`src/hw/rtl/assert_macros.svh`:
```
// assertion macros shared by the rtl files
`ifndef ASSERT_MACROS_SVH
`define ASSERT_MACROS_SVH
`ifndef ASSERT_OFF
`define ASSERT_CLK(lbl, clk, rst, prop, msg) \
  lbl: assert property (@(posedge clk) disable iff (rst) prop) else $error(msg);
`define ASSERT_NEVER(lbl, clk, rst, expr, msg) \
  lbl: assert property (@(posedge clk) disable iff (rst) !(expr)) else $error(msg);
`else
`define ASSERT_CLK(lbl, clk, rst, prop, msg)
`define ASSERT_NEVER(lbl, clk, rst, expr, msg)
`endif
`endif

```
`src/hw/rtl/bbd_pkg.sv`:
```
// types, constants and arithmetic helpers of the bernstein basis core
package bbd_pkg;

  localparam int FRAC_BITS     = 16;
  localparam int X_W           = FRAC_BITS + 1;
  localparam int ORD_W         = 4;
  localparam int VAL_W         = 17;
  localparam int D1_W          = 21;
  localparam int D2_W          = 24;
  localparam int ORDER_LIM     = 12;
  localparam int DEF_MAX_ORDER = 8;
  localparam int CW            = 10;
  localparam int K_W           = 9;
  localparam int CK_W          = 20;
  localparam int ACC_W         = 40;
  localparam int ADDR_W        = 3;
  localparam int DATA_W        = 32;

  localparam logic [X_W-1:0]   X_ONE       = {1'b1, {FRAC_BITS{1'b0}}};
  localparam logic [ORD_W-1:0] ORDER_RESET = 4'd2;
  localparam logic [ADDR_W-3:0] REG_BASIS_ORDER = 1'b0;

  typedef logic [ORDER_LIM:0][ORDER_LIM:0][CW-1:0] pascal_t;

  typedef struct packed {
    logic [X_W-1:0]   x;
    logic [ORD_W-1:0] order;
  } point_t;

  typedef enum logic [1:0] {PW_IDLE, PW_BUILD, PW_DONE} pw_state_t;

  // pascal triangle, evaluated at elaboration
  function automatic pascal_t pascal_table();
    pascal_t t;
    t = '0;
    for (int n = 0; n <= ORDER_LIM; n++) begin
      t[n][0] = CW'(1);
      for (int k = 1; k <= n; k++) begin
        t[n][k] = t[n-1][k-1] + t[n-1][k];
      end
    end
    return t;
  endfunction

  // fixed point product, truncated
  function automatic logic [X_W-1:0] fx_mul(input logic [X_W-1:0] a,
                                            input logic [X_W-1:0] b);
    logic [2*X_W-1:0] pr;
    pr = a * b;
    return pr[FRAC_BITS +: X_W];
  endfunction

  function automatic logic [VAL_W-1:0] sat_val(input logic signed [ACC_W-1:0] v);
    if (v[ACC_W-1]) return '0;
    if (v[ACC_W-1:VAL_W] != '0) return '1;
    return v[VAL_W-1:0];
  endfunction

  function automatic logic [D1_W-1:0] sat_d1(input logic signed [ACC_W-1:0] v);
    if (v[ACC_W-1:D1_W-1] == '0 || v[ACC_W-1:D1_W-1] == '1) return v[D1_W-1:0];
    return v[ACC_W-1] ? {1'b1, {(D1_W-1){1'b0}}} : {1'b0, {(D1_W-1){1'b1}}};
  endfunction

  function automatic logic [D2_W-1:0] sat_d2(input logic signed [ACC_W-1:0] v);
    if (v[ACC_W-1:D2_W-1] == '0 || v[ACC_W-1:D2_W-1] == '1) return v[D2_W-1:0];
    return v[ACC_W-1] ? {1'b1, {(D2_W-1){1'b0}}} : {1'b0, {(D2_W-1){1'b1}}};
  endfunction

endpackage

```
`src/hw/rtl/bbd_power.sv`:
```
// builds the powers of (1-x) for one point, one step a cycle
`include "assert_macros.svh"
module bbd_power import bbd_pkg::*; #(
  parameter int MAX_ORDER = DEF_MAX_ORDER
) (
  input  logic                            clk,
  input  logic                            rst,
  input  logic                            item_valid,
  output logic                            item_take,
  input  point_t                          item,
  output logic                            hand_valid,
  input  logic                            hand_take,
  output point_t                          hand_item,
  output logic [MAX_ORDER:0][X_W-1:0]     hand_q
);

  pw_state_t                   state;
  pw_state_t                   state_next;
  logic                        load;
  logic [ORD_W-1:0]            cnt;
  logic [X_W-1:0]              cur;
  logic [X_W-1:0]              y;
  logic [X_W-1:0]              newy;
  logic [MAX_ORDER:0][X_W-1:0] q;
  point_t                      pt;

  assign load = item_valid && (state == PW_IDLE || (state == PW_DONE && hand_take));
  assign newy = fx_mul(cur, y);

  always_comb begin
    state_next = state;
    unique case (state)
      PW_IDLE: begin
        if (load) state_next = (item.order == '0) ? PW_DONE : PW_BUILD;
      end
      PW_BUILD: begin
        if (cnt + ORD_W'(1) == pt.order) state_next = PW_DONE;
      end
      PW_DONE: begin
        if (load) state_next = (item.order == '0) ? PW_DONE : PW_BUILD;
        else if (hand_take) state_next = PW_IDLE;
      end
      default: state_next = PW_IDLE;
    endcase
  end

  always_comb begin
    hand_valid = (state == PW_DONE);
    item_take  = load;
    hand_item  = pt;
    hand_q     = q;
  end

  always_ff @(posedge clk) begin
    if (rst) state <= PW_IDLE;
    else state <= state_next;
  end

  // q[0] always holds the newest power, so q[k] ends as (1-x)^(p-k)
  always_ff @(posedge clk) begin
    if (load) begin
      pt   <= item;
      y    <= X_ONE - item.x;
      cur  <= X_ONE;
      cnt  <= '0;
      q    <= {{(MAX_ORDER*X_W){1'b0}}, X_ONE};
    end else if (state == PW_BUILD) begin
      cur <= newy;
      q   <= {q[MAX_ORDER-1:0], newy};
      cnt <= cnt + ORD_W'(1);
    end
  end

  `ASSERT_CLK(a_hold, clk, rst, state == PW_DONE && !hand_take |=> state == PW_DONE && $stable(q), "powers changed before handoff")

endmodule

```
`config.mk`:
```
export PLATFORM = sky130hd
export DESIGN_NAME = bbd_power
export DESIGN_NICKNAME = d
export VERILOG_FILES = /design/src/hw/rtl/bbd_pkg.sv /design/src/hw/rtl/bbd_power.sv
export VERILOG_INCLUDE_DIRS = /design/src /design/src/hw/rtl
export SDC_FILE = /design/constraint.sdc
export NUM_CORES = 1
export LEC_CHECK = 0
export BUFFER_PORTS_ARGS = -buffer_cell sky130_fd_sc_hd__buf_2
export CAP_MARGIN = 20
export CORE_MARGIN = 2
export CORE_UTILIZATION = 60
export CTS_CLUSTER_SIZE = 30
export DETAILED_ROUTE_END_ITERATION = 10
export GPL_ROUTABILITY_DRIVEN = 1
export PLACE_DENSITY = 0.82
export SYNTH_ARGS = -nofsm -noshare
export SYNTH_HDL_FRONTEND = slang
export SYNTH_SLANG_ARGS = --single-unit
```
`constraint.sdc`:
```
create_clock -name clk -period 7.95 [get_ports clk]
set_input_delay 0.795 -clock clk [delete_from_list [all_inputs] [get_ports clk]]
set_output_delay 0.795 -clock clk [all_outputs]
set_load 0.005 [all_outputs]
```
==> results of run 1 <==
-- state kept, by name, indices dropped and copies added (netlist names) --
| name | flops |
|---|---|
| hand_q | 153 |
| hand_item | 20 |
| y | 17 |
| cnt | 4 |
| state | 2 |
-- worst min-delay path: stages (launching register included) --
cell and delay, ns:
dfxtp_1 0.31, nand2_1 0.05, o21ai_0 0.06
-- worst max-delay path by stage --
stage                          start          to  cells past startpoint
final                      hand_q[6]  hand_q[15]                     19
after global routing      hand_q[12]  hand_q[15]                     18
after CTS                  hand_q[8]  hand_q[15]                     18
after detailed placement   hand_q[8]  hand_q[15]                     18
after global placement     hand_q[6]  hand_q[12]                     21
after floorplan            hand_q[7]  hand_q[12]                     23
-- through the flow --
stage / utilization [%] / cells / hold WS (ns) / cell area (um^2) / setup slack (ns)
after global routing: 68.05 / 2305 / 0.4824 / 17830 / 1.014
final: 68.05 / 2305 / 0.4590 / 17830 / 1.384
after detailed placement: 65.64 / 2273 / 0.4479 / 17200 / 1.500
after global placement: 65.64 / 2273 / 0.4417 / 17200 / 1.601
after floorplan: - / 1830 / 0.4525 / 16060 / 1.873
after CTS: 68.05 / 2305 / 0.4619 / 17830 / 1.456
-- cells by family after synthesis --
group                      Yosys count
AOI/OAI and AO/OA                  233
xor gates and xnor gates            38
adders and majority gates          325
buffers and inverters              365
DFF                                196
muxes                                1
and+or+nand+nor                    672
-- layer usage --
metal / GRT usage, % / part of all wire, %
met1: 39.15 / 39
met4: 13.46 / 3.8
met2: 52.77 / 50
met3: 5.412 / 7.7
met5: 0 / 0
-- area by class of cell --
| type | count | area share (%) |
|---|---|---|
| Multi-Input combinational cell | 1269 | 58.36 |
| Sequential cell | 196 | 24.08 |
| Timing Repair Buffer | 215 | 6.244 |
| Inverter | 258 | 5.430 |
| Clock buffer | 18 | 2.526 |
| Tap cell | 335 | 2.350 |
| Clock inverter | 14 | 1.017 |
-- cell usage in the layout, fill, tap and decap left out, drive strengths merged, types with 4 or more instances in the layout --
cell,count
o31ai,4
nor2,19
dfxtp,159
a31oi,4
inv,268
nor3,8
fa,221
and3,6
nand4,6
xnor2,26
ha,104
nor4,5
o211ai,4
edfxtp,37
nand2b,5
clkbuf,18
nand3,11
o21ai,157
a21oi,22
o22ai,6
nand2,465
buf,215
a21o,10
xor2,12
and2,134
==> metrics, run 1 <==
hold_buf cts 0; Nets around 2300; setup tns final 0 ns; critical path fanouts, max 14; Avg Inst Size Synth just under 9 um^2; post-synth top area share between 20 and 30%; initial core utilization 61.29%; die width approximately 170 um; DRC viols 0; num ports ~200; critical path type flop to flop; asr flop ratio synth 0%; GRT Resource Usage Total a little under a third; Area contributors post-synth fa_1 (28%), dfxtp_1 (20%), nand2_1 (11%); clock skew after layout 0.01360 ns; ANT cells 0; status finished, final reports clean; R2R setup slack 1.38 ns; Overflow after GRT 0; synthesized area around 16000 um^2; Pre-antenna DRT Iters 5; clk_lat worst skew ~0.45 ns; CP most frequent cell fa_1; Final ANT Viol Nets 0; post-synthesis adder-cell area fraction 35.64%; largest net degree at the start of global routing 114; fin crit period approximately 6.6 ns; initial antenna violation count 0; final count of negative-setup-slack endpoints 0; Max Clock Freq between 150 and 200 MHz; CTS tree built; Multi-input gate area 10410 um^2; Compound-Gate Fraction of Synth Area under 10%; Clock Tree Buf Depth 2; total setup buffers inserted after CTS 0; startpoint of the worst register-to-register path hand_q[6]; cell family with most CP delay adder cells; mux cell area share after synthesis less than 1%; number of synthesized flops with an enable pin 37; Final Routed Wirelength a little over 40 mm; Hold Path Depth 2; RSZ-0062 raised after global routing false; hold worst-path end hand_q[145]; total CTS buffers 17; Tcrit/Tclk final between 80% and 90%; Syn-to-layout area delta 11.03%; Slowest cell on crit path dfxtp_1; Post-synth top cells nand2_1 (465), inv_1 (258), fa_1 (221), dfxtp_1 (159), o21ai_0 (156); Initial DRC Count between 1000 and 1500; r2r worst-path depth 19; H-Tree Depth 4; FILL cells between 2000 and 2500; DP HPWL slightly below 30 mm; Via-to-Cell Ratio between 5 and 6; number of global-route vias before repair 13550; Synth Area in XOR/XNOR 2.072%; layout cells sized above 1 about 13%; Slew HR roughly 26%; Critical Path Max Stage Delay between 0.8 and 0.9 ns; CP Capture Type flop; Yosys warning total 0; Die Y-Extent 167.6 um; Max-Cap Viols 0; Slew @ Worst Pin around 1.1 ns; largest family of logic cells by synthesized area adder cells; HP Class flop to flop; vias post-DR around 13000; sequential-to-total area share from yosys stat between 20% and 30%; average wire per standard cell between 15 and 20 um; register bit total from synthesis about 200; CTS sink cnt a little under 200; startpoint types flop; Simple-Gate Fraction of Synth Area 18.62%; syn_nets 2180; most frequent cell after synthesis nand2_1; CTS resizes 0; WP data required 8.25 ns; count of pins over their slew limit 0; synthesized instance count approximately 1800; core area approximately 26000 um^2; sequential cell area roughly 4300 um^2; worst r2r dst hand_q[15]; CP Data Arrival Time 6.87 ns; global-route wire length before repair 68.86 mm; HP Start hand_q[145]; final hold vios 0; Clock transition at path regs 0.08 ns; Root Driver clkbuf_16; CP Cell Sequence buf_4 > nand2_1 > fa_1 > inv_1 > fa_1 > fa_1 > fa_1 > fa_1 > inv_1 > fa_1 > inv_1 > ha_1 > a21oi_1 > o21ai_0 > o32ai_1 > o21ai_0 > a41o_1 > a211oi_1 > o31ai_1; Die Area approximately 28000 um^2; post-synth cell types 53; CP Buf/Inv Count 4; Site Rows 59; Synth area leader fa_1; IO buf count 200; gpl congestion ~0.95; Synth Flop Type dfxtp_1
Power of run 1 is left out: the tool's default activity adds up to more than one toggle a clock period on the data nets, which glitch-free logic cannot reach.
==> inputs of run 2 (changes only) <==
ABC_AREA = 1   (was unset)
clock period = 6.42 ns   (was 7.95 ns; I/O delays follow)
==> metrics, run 2 <==
synthesized instance count ~2200; CTS resizes 0; R2R setup slack between 0.4 and 0.5 ns; CP Data Arrival Time approximately 6.3 ns; most frequent cells in the layout nand2_1 (662), inv_1 (544), fa_1 (221); Critical Path Max Stage Delay 0.76 ns; total CTS buffers 17; Root Driver clkbuf_16; Area contributors post-synth fa_1 (26%), dfxtp_1 (18%), nand2_1 (14%); asr flop ratio synth 0%; post-synth cell types 43; status finished, final reports clean; DRC viols 0; final hold vios 0; Die Y-Extent approximately 170 um; Clock Tree Buf Depth 2; CP Capture Type flop; Syn-to-layout area delta 11.27%; commonest non-fill, non-tap cell in the layout nand2_1; Initial DRC Count roughly 1200; Max-Cap Viols 0; FILL cells roughly 2400; register bit total from synthesis ~200; cell family with most CP delay adder cells; number of global-route vias before repair 14790; Final ANT Viol Nets 0; Hold Worst Slack roughly 0.38 ns; total setup buffers inserted after CTS 0; RSZ-0062 raised after global routing false; Synth area leader fa_1; average wire per standard cell 16.96 um; CP most frequent cell fa_1; core area 28550 um^2; Overflow after GRT 0; final count of negative-setup-slack endpoints 0; max reg flops roughly 150; syn_nets 2596; WP data required 6.76 ns; Avg Inst Size Synth 7.692 um^2; hold_buf cts 0; GRT Resource Usage Total between 30% and 40%; Yosys warning total 0; Synth Flop Type dfxtp_1; Site Rows 62; layout cells sized above 1 around 13%; H-Tree Depth 4; ANT cells 0; Slowest cell on crit path dfxtp_1; startpoint types flop; Final Routed Wirelength roughly 47 mm; CP Cell Sequence buf_4 > nand2_1 > fa_1 > inv_1 > fa_1 > fa_1 > fa_1 > fa_1 > fa_1 > ha_1 > nand2_1 > inv_1 > a21oi_1 > inv_1 > a21oi_1 > nand3_1 > nand2_1 > nand3_1 > nand2_1 > inv_1; gpl congestion ~0.96; area post-placement roughly 19000 um^2; DP HPWL approximately 37 mm; sequential-to-total area share from yosys stat 24.86%; vias post-DR approximately 15000; Finished Cell Area around 19000 um^2; Slew @ Worst Pin slightly above 1 ns; count of pins over their slew limit 0; initial antenna violation count 0; Pre-antenna DRT Iters 7; fin crit period 5.930 ns; Max Clock Freq approximately 170 MHz; HP Class input port to flop; number of synthesized flops with an enable pin 37; CTS sink cnt roughly 200; CP Buf/Inv Count 5; CTS tree built; critical path type flop to flop; Post-synth top cells nand2_1 (662), inv_1 (544), fa_1 (221), dfxtp_1 (159), a21oi_1 (131); initial core utilization between 60 and 70%; Slew HR between 30% and 40%; setup tns final 0 ns; Die Area roughly 30000 um^2; num ports 201; clk_lat worst skew around 0.45 ns; IO buf count 200; synthesized area around 17000 um^2; critical path fanouts, max 13; post-synth top area share around a quarter; global-route wire length before repair about 76 mm; Via-to-Cell Ratio 5.277; most frequent cell after synthesis nand2_1; Tcrit/Tclk final between 90 and 100%; Nets 2739; largest net degree at the start of global routing 122; Clock transition at path regs ~0.09 ns; die width about 170 um; clock skew after layout around 0.022 ns
run 2: path summary, 6_finish.rpt:
check	start	end	depth (start not counted)
max	hand_q[9]	hand_q[10]	20
min	rst	state[0]	2
max reg2reg	hand_q[9]	hand_q[10]	20
min reg2reg	hand_q[18]	hand_q[35]	2
run 2: final cells by class:
cell class | count | area, um^2 | area share [%]
Sequential cell | 196 | 4294 | 22.34
Tap cell | 384 | 480.5 | 2.499
Inverter | 549 | 2066 | 10.75
Clock inverter | 14 | 180.2 | 0.9373
Multi-Input combinational cell | 1384 | 10450 | 54.33
Clock buffer | 18 | 429.2 | 2.232
Timing Repair Buffer | 241 | 1329 | 6.912
run 2: layer usage:
metal | vias to the layer above | wire length [um] | share of wire (%) | track usage (%)
met3 | 153 | 3072 | 6.5 | 4.430
met5 | - | 0 | 0 | 0
met2 | 629 | 23290 | 49 | 55.18
li1 | 6894 | - | - | -
met4 | 0 | 2198 | 4.7 | 14.32
met1 | 7025 | 18700 | 40 | 40.42
run 2: kinds of logic after synthesis:
| kind of cell | count (synthesis) | synth area share (%) |
|---|---|---|
| simple gates | 822 | 19.31 |
| buf+inv | 666 | 14.73 |
| fa+ha+maj | 325 | 33.14 |
| compound gates | 214 | 6.757 |
| flops | 196 | 24.86 |
| xor+xnor | 23 | 1.209 |
run 2: through the flow:
stage | instances | utilization (%) | setup slack, ns
6_report | 2786 | 67.34 | 0.4904
5_1_grt | 2786 | 67.34 | 0.2802
2_1_floorplan | 2246 | - | 1.080
3_3_place_gp | 2753 | 65.11 | 0.6043
3_5_place_dp | 2753 | 65.11 | 0.5820
4_1_cts | 2785 | 67.24 | 0.5504
Power of run 2 is left out for the same reason.
