**config.mk**
```make
export PLATFORM = sky130hd
export DESIGN_NAME = bbd_front
export DESIGN_NICKNAME = d
export VERILOG_FILES = /design/src/hw/rtl/bbd_pkg.sv /design/src/hw/rtl/bbd_front.sv
export VERILOG_INCLUDE_DIRS = /design/src /design/src/hw/rtl
export SDC_FILE = /design/constraint.sdc
export NUM_CORES = 1
export LEC_CHECK = 0
export ABC_AREA = 1
export BUFFER_PORTS_ARGS = -buffer_cell sky130_fd_sc_hd__buf_2
export CAP_MARGIN = 20
export CORE_ASPECT_RATIO = 1.25
export CORE_MARGIN = 5
export CORE_UTILIZATION = 46
export DETAILED_ROUTE_END_ITERATION = 12
export GPL_TIMING_DRIVEN = 0
export PLACE_DENSITY_LB_ADDON = 0.1
export SLEW_MARGIN = 5
export SYNTH_ARGS = -nofsm -noshare
export SYNTH_HDL_FRONTEND = slang
export SYNTH_SLANG_ARGS = --single-unit
```
**constraint.sdc**
```tcl
create_clock -name clk -period 2.6 [get_ports clk]
set_input_delay 0 -clock clk [delete_from_list [all_inputs] [get_ports clk]]
set_output_delay 0 -clock clk [all_outputs]
set_load 0.01 [all_outputs]
```
**src/hw/rtl/assert_macros.svh**
```systemverilog
// assertion macros shared by the rtl files
`ifndef ASSERT_MACROS_SVH
`define ASSERT_MACROS_SVH
`ifndef ASSERT_OFF
`define ASSERT_CLK(lbl, clk, rst, prop, msg) \
  lbl: assert property (@(posedge clk) disable iff (rst) prop) else $error(msg);
`define ASSERT_NEVER(lbl, clk, rst, expr, msg) \
  lbl: assert property (@(posedge clk) disable iff (rst) !(expr)) else $error(msg);
`else
`define ASSERT_CLK(lbl, clk, rst, prop, msg)
`define ASSERT_NEVER(lbl, clk, rst, expr, msg)
`endif
`endif

```
**src/hw/rtl/bbd_pkg.sv**
```systemverilog
// types, constants and arithmetic helpers of the bernstein basis core
package bbd_pkg;

  localparam int FRAC_BITS     = 16;
  localparam int X_W           = FRAC_BITS + 1;
  localparam int ORD_W         = 4;
  localparam int VAL_W         = 17;
  localparam int D1_W          = 21;
  localparam int D2_W          = 24;
  localparam int ORDER_LIM     = 12;
  localparam int DEF_MAX_ORDER = 8;
  localparam int CW            = 10;
  localparam int K_W           = 9;
  localparam int CK_W          = 20;
  localparam int ACC_W         = 40;
  localparam int ADDR_W        = 3;
  localparam int DATA_W        = 32;

  localparam logic [X_W-1:0]   X_ONE       = {1'b1, {FRAC_BITS{1'b0}}};
  localparam logic [ORD_W-1:0] ORDER_RESET = 4'd2;
  localparam logic [ADDR_W-3:0] REG_BASIS_ORDER = 1'b0;

  typedef logic [ORDER_LIM:0][ORDER_LIM:0][CW-1:0] pascal_t;

  typedef struct packed {
    logic [X_W-1:0]   x;
    logic [ORD_W-1:0] order;
  } point_t;

  typedef enum logic [1:0] {PW_IDLE, PW_BUILD, PW_DONE} pw_state_t;

  // pascal triangle, evaluated at elaboration
  function automatic pascal_t pascal_table();
    pascal_t t;
    t = '0;
    for (int n = 0; n <= ORDER_LIM; n++) begin
      t[n][0] = CW'(1);
      for (int k = 1; k <= n; k++) begin
        t[n][k] = t[n-1][k-1] + t[n-1][k];
      end
    end
    return t;
  endfunction

  // fixed point product, truncated
  function automatic logic [X_W-1:0] fx_mul(input logic [X_W-1:0] a,
                                            input logic [X_W-1:0] b);
    logic [2*X_W-1:0] pr;
    pr = a * b;
    return pr[FRAC_BITS +: X_W];
  endfunction

  function automatic logic [VAL_W-1:0] sat_val(input logic signed [ACC_W-1:0] v);
    if (v[ACC_W-1]) return '0;
    if (v[ACC_W-1:VAL_W] != '0) return '1;
    return v[VAL_W-1:0];
  endfunction

  function automatic logic [D1_W-1:0] sat_d1(input logic signed [ACC_W-1:0] v);
    if (v[ACC_W-1:D1_W-1] == '0 || v[ACC_W-1:D1_W-1] == '1) return v[D1_W-1:0];
    return v[ACC_W-1] ? {1'b1, {(D1_W-1){1'b0}}} : {1'b0, {(D1_W-1){1'b1}}};
  endfunction

  function automatic logic [D2_W-1:0] sat_d2(input logic signed [ACC_W-1:0] v);
    if (v[ACC_W-1:D2_W-1] == '0 || v[ACC_W-1:D2_W-1] == '1) return v[D2_W-1:0];
    return v[ACC_W-1] ? {1'b1, {(D2_W-1){1'b0}}} : {1'b0, {(D2_W-1){1'b1}}};
  endfunction

endpackage

```
**src/hw/rtl/bbd_front.sv**
```systemverilog
// front end: order register, point intake with clamping, two-word queue
`include "assert_macros.svh"
module bbd_front import bbd_pkg::*; #(
  parameter int MAX_ORDER = DEF_MAX_ORDER
) (
  input  logic              clk,
  input  logic              rst,
  input  logic              psel,
  input  logic              penable,
  input  logic              pwrite,
  input  logic [ADDR_W-1:0] paddr,
  input  logic [DATA_W-1:0] pwdata,
  output logic [DATA_W-1:0] prdata,
  output logic              pready,
  input  logic              point_valid,
  output logic              point_stall,
  input  logic [X_W-1:0]    point_x,
  output logic              q_valid,
  input  logic              q_take,
  output point_t            q_item
);

  logic [ORD_W-1:0] order;
  point_t           mem [2];
  logic             wr_ptr;
  logic             rd_ptr;
  logic [1:0]       count;
  logic             push;
  logic             pop;
  point_t           in_item;

  assign pready = 1'b1;
  assign prdata = {{(DATA_W-ORD_W){1'b0}}, order};

  always_ff @(posedge clk) begin
    if (rst) begin
      order <= ORDER_RESET;
    end else if (psel && penable && pwrite && pready &&
                 paddr[ADDR_W-1:2] == REG_BASIS_ORDER) begin
      order <= pwdata[ORD_W-1:0];
    end
  end

  always_comb begin
    in_item.x     = (point_x > X_ONE) ? X_ONE : point_x;
    in_item.order = (order > ORD_W'(MAX_ORDER)) ? ORD_W'(MAX_ORDER) : order;
  end

  assign point_stall = (count == 2'd2);
  assign push        = point_valid && !point_stall;
  assign q_valid     = (count != 2'd0);
  assign pop         = q_take && q_valid;
  assign q_item      = mem[rd_ptr];

  always_ff @(posedge clk) begin
    if (rst) begin
      wr_ptr <= 1'b0;
      rd_ptr <= 1'b0;
      count  <= 2'd0;
    end else begin
      if (push) wr_ptr <= !wr_ptr;
      if (pop) rd_ptr <= !rd_ptr;
      count <= count + 2'(push) - 2'(pop);
    end
  end

  always_ff @(posedge clk) begin
    if (push) mem[wr_ptr] <= in_item;
  end

  `ASSERT_CLK(a_fill, clk, rst, push && !pop |=> count == $past(count) + 2'd1, "queue fill lost a word")

endmodule

```
==> results of run 1 <==
==> sequential cells by signal, indices dropped and copies added (netlist names), named ones only <==
signal / flops
rd_ptr: 1
order: 4
count: 2
wr_ptr: 1
mem: 42
==> area by class of cell <==
type	instances	area [sq um]	area share [%]
sequential	51	1440	47.6
clock inverter	1	5.00	0.165
buffer	36	256	8.47
timing repair buffer	61	350	11.6
multi-input combinational	120	728	24.0
clock buffer	7	76.3	2.52
tap	62	77.6	2.56
inverter	25	93.8	3.10
==> per-layer routing <==
| layer | up-vias | global-route usage (%) |
|---|---|---|
| li1 | 808 | - |
| met1 | 711 | 14.7 |
| met2 | 49 | 23.6 |
| met3 | 6 | 4.09 |
| met4 | 0 | 4.01 |
| met5 | - | 0 |
==> cells in the mapped netlist, drive strengths merged <==
library cell,number
buf,34
a21oi,17
a21boi,1
clkbuf,2
nand3,2
mux2,21
o21ai,6
o21a,1
or2,1
dfxtp,9
edfxtp,42
ha,2
conb,2
and2,1
xnor2,1
nand2,10
inv,25
nor2,28
==> placed cells by master, fill, tap and decap left out, drive strengths merged <==
cell and n:
a21boi 1, a21oi 17, and2 1, buf 90, clkbuf 9, clkinv 1, conb 29, dfxtp 9
dlygate4sd3 5, edfxtp 42, ha 2, inv 25, mux2 21, nand2 10, nand3 2, nor2 28
o21a 1, o21ai 6, or2 1, xnor2 1
==> metrics by stage <==
step           setup slack (ps)  util [%]
3_3_place_gp                220      56.4
3_5_place_dp                992      57.0
6_report                   1030      59.6
4_1_cts                     976      59.6
5_1_grt                     884      59.6
2_1_floorplan               812         -
==> timing repair <==
action | CTS | global route
setup buffers | 0 | 0
hold endpoints to repair | 5 | 0
hold buffers | 5 | 0
==> cells by family (layout without fill, tap and decap cells) <==
family,Yosys count,after routing
XOR/XNOR,1,1
other,2,29
multiplexers,21,21
buffers and inverters,61,130
adder cells (fa/ha/maj),2,2
flip-flops,51,51
AND/OR/NAND/NOR,42,42
AO/OA/AOI/OAI,25,25
==> power by group through the flow <==
stage / Clock (mW) / Combinational, mW / Sequential [mW]
after floorplan: 0 / 0.437 / 1.08
after global placement: 0 / 0.635 / 1.09
after detailed placement: 0 / 0.667 / 1.09
after CTS: 0.438 / 0.674 / 1.07
after global routing: 0.475 / 0.733 / 1.08
final: 0.420 / 0.658 / 1.07
==> tightest hold or removal path: stages <==
cell	delay, ps
sky130_fd_sc_hd__buf_2	100
sky130_fd_sc_hd__o21ai_2	110
sky130_fd_sc_hd__a21oi_1	80
==> path summary, 6_finish.rpt <==
check,from,to,slack [ps],cells past startpoint
setup / recovery,count[1],mem[0][14],1030,4
hold / removal,point_valid,wr_ptr,50,3
setup reg to reg,count[1],mem[0][14],1030,4
hold reg to reg,order[1],order[1],500,2
==> parameters.txt, run 1 <==
Parameter                              Value

Outcome
  Run status ... complete, no violations

Cells and area
  NumNets Final ... 361
  Area added between synthesis and finish ... 25.5%
  Finished Layout Cells ... 363
  Total non-filler cell area in the finished layout ... 3030 sq um
  Number of diodes added for antenna fixing ... 0
  Share of cells above drive strength 1 ... 44.5%
  Number of filler instances in the final layout ... 469

Global routing
  GRT Resource Usage Total ... 13.2%
  Global-route wire length before repair ... 6.94 mm
  Overflow after GRT ... 0
  Initial antenna violation count ... 0
  Via count of the first global-routing pass ... 1526
  Pin count of the biggest net entering global routing ... 15

Pwr
  Pleak ... 1.39 nW
  Combinational cell fraction of total power ... 30.6%
  Power consumption ... 2.15 mW
  Proportion of power drawn by flip-flops and latches ... between 40% and 50%
  Pwr Density ... 710 nW/um^2
  Share of total power consumed by net switching ... 28.7%
  Total net switching power ... 0.616 mW
  Clock network fraction of design power ... roughly a fifth
  Internal power ... roughly 1.5 mW
  IR drop worst, VDD ... 465 uV

Synth
  Cells taking the most area after synthesis ... sky130_fd_sc_hd__edfxtp_1 (52%), sky130_fd_sc_hd__mux2_2 (9.8%), sky130_fd_sc_hd__buf_4 (9.0%)
  Post-Synthesis Cells ... about 210
  Combinational family with the most area after synthesis ... buffers and inverters
  Yosys reg bits ... 51
  Arithmetic-cell share of the synthesized area counting full adders, half adders and majority gates ... between 1 and 1.5%
  Synthesized-area fraction occupied by ao, oa, aoi and oai cells ... between 7 and 8%
  Cell type with the largest total area after synthesis ... sky130_fd_sc_hd__edfxtp_1
  Part of the Yosys area used for sequential elements ... 59.7%
  Average size of a mapped cell ... 11.8 sq um
  Post-synth cell types ... 24
  Portion of netlist area occupied by mux cells ... between 9 and 10%
  Synthesis warning total ... 0
  Area share of the leading cell type in the synthesized netlist ... a little over half
  Share of synthesized cell area in and, or, nand and nor gates ... 7.15%
  Post-synth design cell area ... 2410 sq um
  Post-synthesis xor/xnor area fraction ... less than 1%

Floorplan
  Die boundary width ... 74.8 microns
  Area of the placeable core ... about 5000 sq um
  Die area ... between 6000 and 7000 sq um
  Die span in y ... 91.0 microns
  Initial Util ... between 40% and 50%
  Number of core rows ... 29
  Number of top-level pins ... 115

Critical path
  Total buffers and inverters traversed by the critical path ... 2
  Cells along the critical path ... inv_1 -> o21ai_2 -> nor2_2 -> buf_8
  Type of element capturing the critical path ... register
  Startpoint types ... register
  CP Class ... register to register
  Crit-path slowest cell ... sky130_fd_sc_hd__nor2_2
  Worst path max stage delay ... about 510 ps
  Worst endpoint data arrival time ... 1570 ps
  Top Family by Delay on Critical Path ... simple AND/OR/NAND/NOR gates
  Peak fanout along the critical path ... 11
  Required arrival time at the worst endpoint ... 2610 ps

Drt
  Detailed-route wire length per cell ... around 12 microns
  Starting DRC count in detailed routing ... approximately 110
  Top layer reached by signal wires ... met4
  Residual DRC ... 0
  Number of vias per cell after detailed routing ... 4.34
  Via count of the routed design ... 1574
  Detailed route wirelength on metal2 ... 2.26 mm
  DRT met1 WL ... 1.64 mm
  First-pass iteration count of the detailed router ... 5
  Final wirelength ... roughly 4.3 mm
  Number of nets with antenna violations after routing ... 0
  Met3 wire length ... 318 microns

STA
  Max-slew headroom ... 57.5%
  Number of pins with negative max-slew slack in the final report ... 0
  Fin. Hold Viols ... 0
  Post-route clock skew ... 5.56 ps
  Fraction of the cycle the final worst path needs ... 60.3%
  RSZ-0062 raised after global routing ... no
  Hold slack ... 45.4 ps
  Post-layout minimum cycle time ... 1570 ps
  Transition time at the pin with the least slew margin ... 637 ps
  Final setup viols ... 0
  Fmax ... 638 MHz
  Final-layout setup total negative slack ... 0 ps

Clock tree
  Post-cts repair resize count ... 0
  Clock latency reported for the late side of the worst-skew pair ... approximately 290 ps
  Total clock sinks ... 51
  Clock tree from TritonCTS ... built
  Buffer type at the clock tree root ... sky130_fd_sc_hd__clkbuf_8
  H-tree Lvls ... 2
  Register clock-pin slew on the reported worst setup and hold paths ... 80 ps
  Buffer depth of the longest clock path ... 2
  Number of buffers inserted during clock tree synthesis ... 5

Placement
  Count of buffers inserted at the top-level ports ... 54
  Placer Congestion ... approximately 0.71
  Placement-stage cell area ... just under 3000 sq um
  Instance count after placement with tap cells included ... 350
  Detailed placer's ending HPWL ... 3.27 mm

Run
  Number of maximum-capacitance constraint violations ... 0

Hold path
  Min-delay worst type ... input port to register
Power figures use the tool's default switching activity.
==> run 2, diff against run 1 <==
--- a/config.mk
+++ b/config.mk
@@ -6,7 +6,7 @@
 export SDC_FILE = /design/constraint.sdc
 export NUM_CORES = 1
 export LEC_CHECK = 0
-export ABC_AREA = 1
+export ABC_AREA = 0
 export BUFFER_PORTS_ARGS = -buffer_cell sky130_fd_sc_hd__buf_2
 export CAP_MARGIN = 20
 export CORE_ASPECT_RATIO = 1.25
==> constraint.sdc (replaced) <==
create_clock -name clk -period 1.6 [get_ports clk]
set_input_delay 0 -clock clk [delete_from_list [all_inputs] [get_ports clk]]
set_output_delay 0 -clock clk [all_outputs]
set_load 0.01 [all_outputs]
==> run 2 against run 1 <==
Compared with the run above: maximum frequency is 2.6% higher; count of clock-buffer cells in the layout is 1 lower; core utilization is 0.51 points lower; combinational power is 76% higher; largest power group unchanged; highest routed layer unchanged.
==> parameters.txt, run 2 <==
Parameter                              Value

Synth
  Arithmetic-cell share of the synthesized area counting full adders, half adders and majority gates ... approximately 1.1%
  Portion of netlist area occupied by mux cells ... 11.4%
  Leading cell types by count after synthesis ... sky130_fd_sc_hd__edfxtp_1 (42), sky130_fd_sc_hd__buf_4 (29), sky130_fd_sc_hd__mux2_2 (21)
  Combinational family with the most area after synthesis ... simple AND/OR/NAND/NOR gates
  Synthesis warning total ... 0
  Yosys reg bits ... 51
  Synthesized-area fraction occupied by ao, oa, aoi and oai cells ... 2.29%
  Most repeated cell in the gate-level netlist after synthesis ... sky130_fd_sc_hd__edfxtp_1
  Number of synthesized flops with an enable pin ... 42
  Part of the Yosys area used for sequential elements ... about three fifths
  Post-synth design cell area ... 2350 sq um
  Share of synthesized cell area in and, or, nand and nor gates ... a little under an eighth
  Average size of a mapped cell ... 14.2 sq um
  Cells taking the most area after synthesis ... sky130_fd_sc_hd__edfxtp_1 (54%), sky130_fd_sc_hd__mux2_2 (10%), sky130_fd_sc_hd__buf_4 (9.3%)
  Async SR Flop Fraction ... 0%
  Post-synth top flop ... sky130_fd_sc_hd__edfxtp_1
  Post-synth cell types ... 30
  Post-synthesis xor/xnor area fraction ... 0.747%
  Cell type with the largest total area after synthesis ... sky130_fd_sc_hd__edfxtp_1
  Area share of the leading cell type in the synthesized netlist ... 53.8%
  Post-Synthesis Cells ... 165

Drt
  Residual DRC ... 0
  First-pass iteration count of the detailed router ... 4
  Number of nets with antenna violations after routing ... 0
  Number of vias per cell after detailed routing ... 4.37
  Final wirelength ... 4.16 mm
  Starting DRC count in detailed routing ... 42
  Detailed-route wire length per cell ... approximately 13 microns
  Via count of the routed design ... around 1400

STA
  Max-slew headroom ... approximately two thirds
  RSZ-0062 raised after global routing ... yes
  Transition time at the pin with the least slew margin ... approximately 520 ps
  Post-layout minimum cycle time ... 1530 ps
  Fmax ... 655 MHz
  Post-route clock skew ... 4.22 ps
  Number of pins with negative max-slew slack in the final report ... 0
  Hold slack ... 35.0 ps
  Final setup viols ... 0
  Fin. Hold Viols ... 0
  Setup slack after layout ... 73.0 ps
  Fraction of the cycle the final worst path needs ... 95.4%

Clock tree
  Buffer type at the clock tree root ... sky130_fd_sc_hd__clkbuf_8
  Clock latency reported for the late side of the worst-skew pair ... 290 ps
  Buffer depth of the longest clock path ... 2
  Total clock sinks ... approximately 50
  Buffers inserted by post-CTS timing repair ... 0
  Number of buffers inserted during clock tree synthesis ... 5
  H-tree Lvls ... 2
  Clock tree from TritonCTS ... built
  Register clock-pin slew on the reported worst setup and hold paths ... around 80 ps

Critical path
  Peak fanout along the critical path ... 5
  Required arrival time at the worst endpoint ... 1770 ps
  Most used cell, CP ... sky130_fd_sc_hd__ha_1
  Cells along the critical path ... o21a_1 -> ha_1 -> inv_1 -> ha_1 -> xor2_1 -> and2_1 -> nor3_2
  CP Class ... register to register
  Worst endpoint data arrival time ... 1690 ps
  Startpoint types ... register
  Type of element capturing the critical path ... register
  Worst path max stage delay ... between 300 and 400 ps
  Crit-path slowest cell ... sky130_fd_sc_hd__dfxtp_2

Global routing
  Overflow after GRT ... 0
  GRT Resource Usage Total ... 12.8%
  Via count of the first global-routing pass ... 1377
  Pin count of the biggest net entering global routing ... 22
  Initial antenna violation count ... 0
  Global-route wire length before repair ... 6.46 mm

Cells and area
  Area added between synthesis and finish ... 26.2%
  Number of filler instances in the final layout ... between 400 and 500
  Area of combinational cells with multiple inputs ... 763 sq um
  Register with the most flip-flops ... mem
  Most frequent cells in the layout ... sky130_fd_sc_hd__buf_2 (56), sky130_fd_sc_hd__edfxtp_1 (42), sky130_fd_sc_hd__buf_4 (29), sky130_fd_sc_hd__conb_1 (29), sky130_fd_sc_hd__mux2_2 (21)
  Largest register FFs ... between 40 and 50
  Sequential cell area in the final layout ... 1440 sq um
  NumNets Final ... 318
  Largest regs ... mem: 42 flops, order: 4 flops, count: 2 flops
  Most frequent standard cell in the layout excluding fill and tap cells ... sky130_fd_sc_hd__buf_2
  Core Util, Final ... 59.1%
  Share of cells above drive strength 1 ... 49.8%
  Number of diodes added for antenna fixing ... 0

Hold path
  Min-delay worst type ... input port to register

Placement
  Count of buffers inserted at the top-level ports ... 54
  Detailed placer's ending HPWL ... 3.07 mm
  Pre-CTS setup slack ... -162 ps
  Placer Congestion ... 0.703

Floorplan
  Die boundary width ... 73.9 microns
  Area of the placeable core ... around 5000 sq um
  Die area ... about 6600 sq um
  Die span in y ... 89.8 microns
  Initial Util ... 46.9%
  Number of core rows ... 29
  Number of top-level pins ... 115

Outcome
  Run status ... complete, no violations

Pwr
  Proportion of power drawn by flip-flops and latches ... 47.0%
  Total net switching power ... 1.04 mW
  Internal power ... 2.70 mW
  Clock network fraction of design power ... between 20% and 30%
  IR drop worst, VDD ... 616 uV
  Share of total power consumed by net switching ... 27.8%
  Pwr Density ... 1260 nW/um^2
  Combinational cell fraction of total power ... 30.9%
  Pleak ... 1.29 nW

Run
  Number of maximum-capacitance constraint violations ... 0
run 2: cell count changes after synthesis, moves of 6 or more:
cell / change
sky130_fd_sc_hd__inv_1: -19
sky130_fd_sc_hd__nor2_1: -19
sky130_fd_sc_hd__nor2b_1: +18
sky130_fd_sc_hd__a21oi_2: -10
sky130_fd_sc_hd__nand2_1: -8
sky130_fd_sc_hd__a21oi_1: -6
run 2: timing repair:
action / CTS / global route
gates resized for setup: 3 / 4
setup endpoints to repair: 42 / 22
gates cloned: 1 / 0
hold buffers: 3 / 0
endpoints found under the hold margin: 3 / 0
run 2: final timing paths:
kind	startpoint	cells past startpoint	end	slack, ps
setup reg to reg	count[1]	7	count[1]	70
hold reg to reg	order[1]	1	order[1]	490
hold / removal	pwdata[1]	4	order[1]	30
setup / recovery	count[1]	7	count[1]	70
run 2: layout make-up:
class                      instances  area share (%)
timing repair buffer              57            10.1
buffer                            34            8.07
clock inverter                     1            1.01
timing repair inverter             1           0.254
inverter                           6           0.888
multi-input combinational        101            25.8
clock buffer                       6            2.45
tap                               62            2.62
sequential                        51            48.8
run 2: kinds of logic after synthesis:
group,Yosys count
xor gates and xnor gates,2
buffers and inverters,40
adders and majority gates,2
other,2
AOI/OAI and AO/OA,5
DFF,51
muxes,24
and+or+nand+nor,39
run 2: routing by layer:
metal / up-vias / GRT usage, % / routed length, microns
li1: 700 / - / -
met1: 641 / 14.1 / 1480
met2: 49 / 22.3 / 2270
met3: 5 / 4.46 / 362
met4: 0 / 4.08 / 43
met5: - / 0 / 0
run 2: power by group through the flow:
stage               combinational [mW]  clock, mW  sequential (mW)
finish                            1.16      0.827             1.76
global route                      1.28      0.902             1.78
CTS                               1.16      0.853             1.75
detailed placement                1.13          0             1.78
global placement                  1.12          0             1.77
floorplan                        0.763          0             1.76
run 2: through the flow:
stage          std cells  instance area, sq um  total power [mW]  setup TNS, ps
2_1_floorplan        192                  2450              2.52              0
3_3_place_gp         308                  2800              2.89          -5800
3_5_place_dp         308                  2800              2.91          -5230
4_1_cts              319                  2950              3.76              0
5_1_grt              319                  2960              3.96          -42.9
6_report             319                  2960              3.74              0
run 2: worst max-delay path, delay by kind of cell, from the launching register on:
| family | cells | cell delay [ps] |
|---|---|---|
| DFF | 1 | 360 |
| buffers and inverters | 1 | 40 |
| AOI/OAI and AO/OA | 1 | 200 |
| adders and majority gates | 2 | 450 |
| xor gates and xnor gates | 1 | 160 |
| and+or+nand+nor | 2 | 200 |
==> run 3, diff against run 2 <==
--- a/config.mk
+++ b/config.mk
@@ -14,6 +14,7 @@
 export CORE_UTILIZATION = 46
 export DETAILED_ROUTE_END_ITERATION = 12
 export GPL_TIMING_DRIVEN = 0
+export MAX_ROUTING_LAYER = met4
 export PLACE_DENSITY_LB_ADDON = 0.1
 export SLEW_MARGIN = 5
 export SYNTH_ARGS = -nofsm -noshare
==> run 3 against run 2 <==
Compared with the run above: die area unchanged; worst hold slack improved by 1.5 ps; cell count unchanged; register-to-register slack about the same; via count increased by 0.29%; non-clock buffer count unchanged; clock skew increased by 0.68 ps; global-route usage increased by 0.28 points.
==> parameters.txt, run 3 (synthesis gave the netlist of run 2 again) <==
Parameter                              Value

Cells and area
  Sequential cell area in the final layout ... 1440 sq um
  Largest register FFs ... 42
  Largest regs ... mem: 42 flops, order: 4 flops, count: 2 flops
  Finished Layout Cells ... 319
  Most frequent cells in the layout ... sky130_fd_sc_hd__buf_2 (56), sky130_fd_sc_hd__edfxtp_1 (42), sky130_fd_sc_hd__buf_4 (29), sky130_fd_sc_hd__conb_1 (29), sky130_fd_sc_hd__mux2_2 (21)
  NumNets Final ... 318
  Number of diodes added for antenna fixing ... 0
  Register with the most flip-flops ... mem
  Share of cells above drive strength 1 ... roughly 50%
  Core Util, Final ... between 50% and 60%
  Number of filler instances in the final layout ... roughly 440
  Most frequent standard cell in the layout excluding fill and tap cells ... sky130_fd_sc_hd__buf_2
  Area added between synthesis and finish ... 26.2%
  Area of combinational cells with multiple inputs ... ~760 sq um
  Total non-filler cell area in the finished layout ... 2960 sq um

Global routing
  Global-route wire length before repair ... 6.46 mm
  Via count of the first global-routing pass ... 1375
  Pin count of the biggest net entering global routing ... 22
  Overflow after GRT ... 0
  Initial antenna violation count ... 0
  GRT Resource Usage Total ... 13.1%

STA
  Setup slack after layout ... 72.6 ps
  Number of pins with negative max-slew slack in the final report ... 0
  Post-route clock skew ... slightly below 5 ps
  Fmax ... 655 MHz
  Post-layout minimum cycle time ... 1530 ps
  RSZ-0062 raised after global routing ... yes
  Final setup viols ... 0
  Fraction of the cycle the final worst path needs ... a little over nine tenths
  Max-slew headroom ... 65.6%
  Transition time at the pin with the least slew margin ... 516 ps
  Fin. Hold Viols ... 0

Drt
  Via count of the routed design ... approximately 1400
  Detailed route wirelength on metal2 ... 2.28 mm
  Met3 wire length ... 319 microns
  Starting DRC count in detailed routing ... 62
  Top layer reached by signal wires ... met4
  DRT met1 WL ... 1.53 mm
  First-pass iteration count of the detailed router ... 4
  Final wirelength ... 4.16 mm
  Detailed-route wire length per cell ... around 13 microns
  Number of nets with antenna violations after routing ... 0
  Residual DRC ... 0
  Number of vias per cell after detailed routing ... 4.39

Placement
  Placement-stage cell area ... 2800 sq um
  Count of buffers inserted at the top-level ports ... 54
  Placer Congestion ... approximately 0.71
  Instance count after placement with tap cells included ... 308
  Detailed placer's ending HPWL ... slightly above 3 mm
  Pre-CTS setup slack ... -162 ps

Pwr
  Pleak ... approximately 1.3 nW
  Pwr Density ... 1270 nW/um^2
  IR drop worst, VDD ... slightly above 600 uV

Critical path
  Worst endpoint data arrival time ... about 1700 ps
  Startpoint types ... register
  Type of element capturing the critical path ... register
  CP Class ... register to register
  Required arrival time at the worst endpoint ... about 1800 ps
  Peak fanout along the critical path ... 5

Clock tree
  H-tree Lvls ... 2
  Buffer type at the clock tree root ... sky130_fd_sc_hd__clkbuf_8
  Buffer depth of the longest clock path ... 2
  Total clock sinks ... 51
  Clock tree from TritonCTS ... built
  Number of buffers inserted during clock tree synthesis ... 5
  Clock latency reported for the late side of the worst-skew pair ... a little under 300 ps
  Register clock-pin slew on the reported worst setup and hold paths ... 80 ps

Floorplan
  Die boundary width ... around 74 microns
  Initial Util ... 46.9%
  Die span in y ... 89.8 microns
  Area of the placeable core ... 5010 sq um
  Number of top-level pins ... 115
  Number of core rows ... 29
  Die area ... 6640 sq um

Run
  Number of maximum-capacitance constraint violations ... 0

Outcome
  Run status ... complete, no violations

Hold path
  Min-delay worst type ... input port to register
[run 3: metal layers]
metal | vias to the layer above | GRT usage [%]
li1 | 700 | -
met1 | 645 | 14.7
met2 | 49 | 22.2
met3 | 5 | 3.46
met4 | 0 | 4.08
met5 | - | -
[run 3: repair_timing]
action | CTS | global route
setup endpoints to repair | 42 | 22
hold endpoints to repair | 3 | 0
buffers inserted | 0 | 0
resized for setup | 3 | 4
hold buffers | 3 | 0
gates cloned | 1 | 0
[run 3: metrics by stage]
stage                     hold slack, ps  power [mW]  setup TNS [ps]
after global routing                77.1        3.96           -42.9
after detailed placement             238        2.91           -5230
final                               36.5        3.75               0
after global placement               238        2.89           -5800
after floorplan                      144        2.52               0
after CTS                           26.7        3.76               0
[run 3: cell type report]
cell class	count	share of cell area [%]
inverter	6	0.888
multi-input combinational	101	25.8
timing repair buffer	57	10.1
sequential	51	48.8
clock inverter	1	1.01
tap	62	2.62
timing repair inverter	1	0.254
buffer	34	8.07
clock buffer	6	2.45
[run 3: path summary, 6_finish.rpt]
check	start	endpoint	slack [ps]	depth (start not counted)
worst max-delay path	count[1]	count[1]	70	7
worst min-delay path	pwdata[1]	order[1]	40	4
worst max register to register	count[1]	count[1]	70	7
worst min register to register	order[1]	order[1]	490	1
[run 3: where the power goes]
group          leakage, nW  total [mW]  internal [mW]  switching [mW]
Clock               0.0513       0.832          0.458           0.373
Combinational        0.768        1.16          0.560           0.598
Sequential           0.474        1.76           1.68          0.0759
Total                 1.29        3.75           2.70            1.05
[run 3: worst max-delay path: stages (launching register included)]
cell and delay [ps]:
sky130_fd_sc_hd__dfxtp_2 360, sky130_fd_sc_hd__o21a_1 200, sky130_fd_sc_hd__ha_1 270, sky130_fd_sc_hd__inv_1 40
sky130_fd_sc_hd__ha_1 180, sky130_fd_sc_hd__xor2_1 160, sky130_fd_sc_hd__and2_1 160, sky130_fd_sc_hd__nor3_2 40
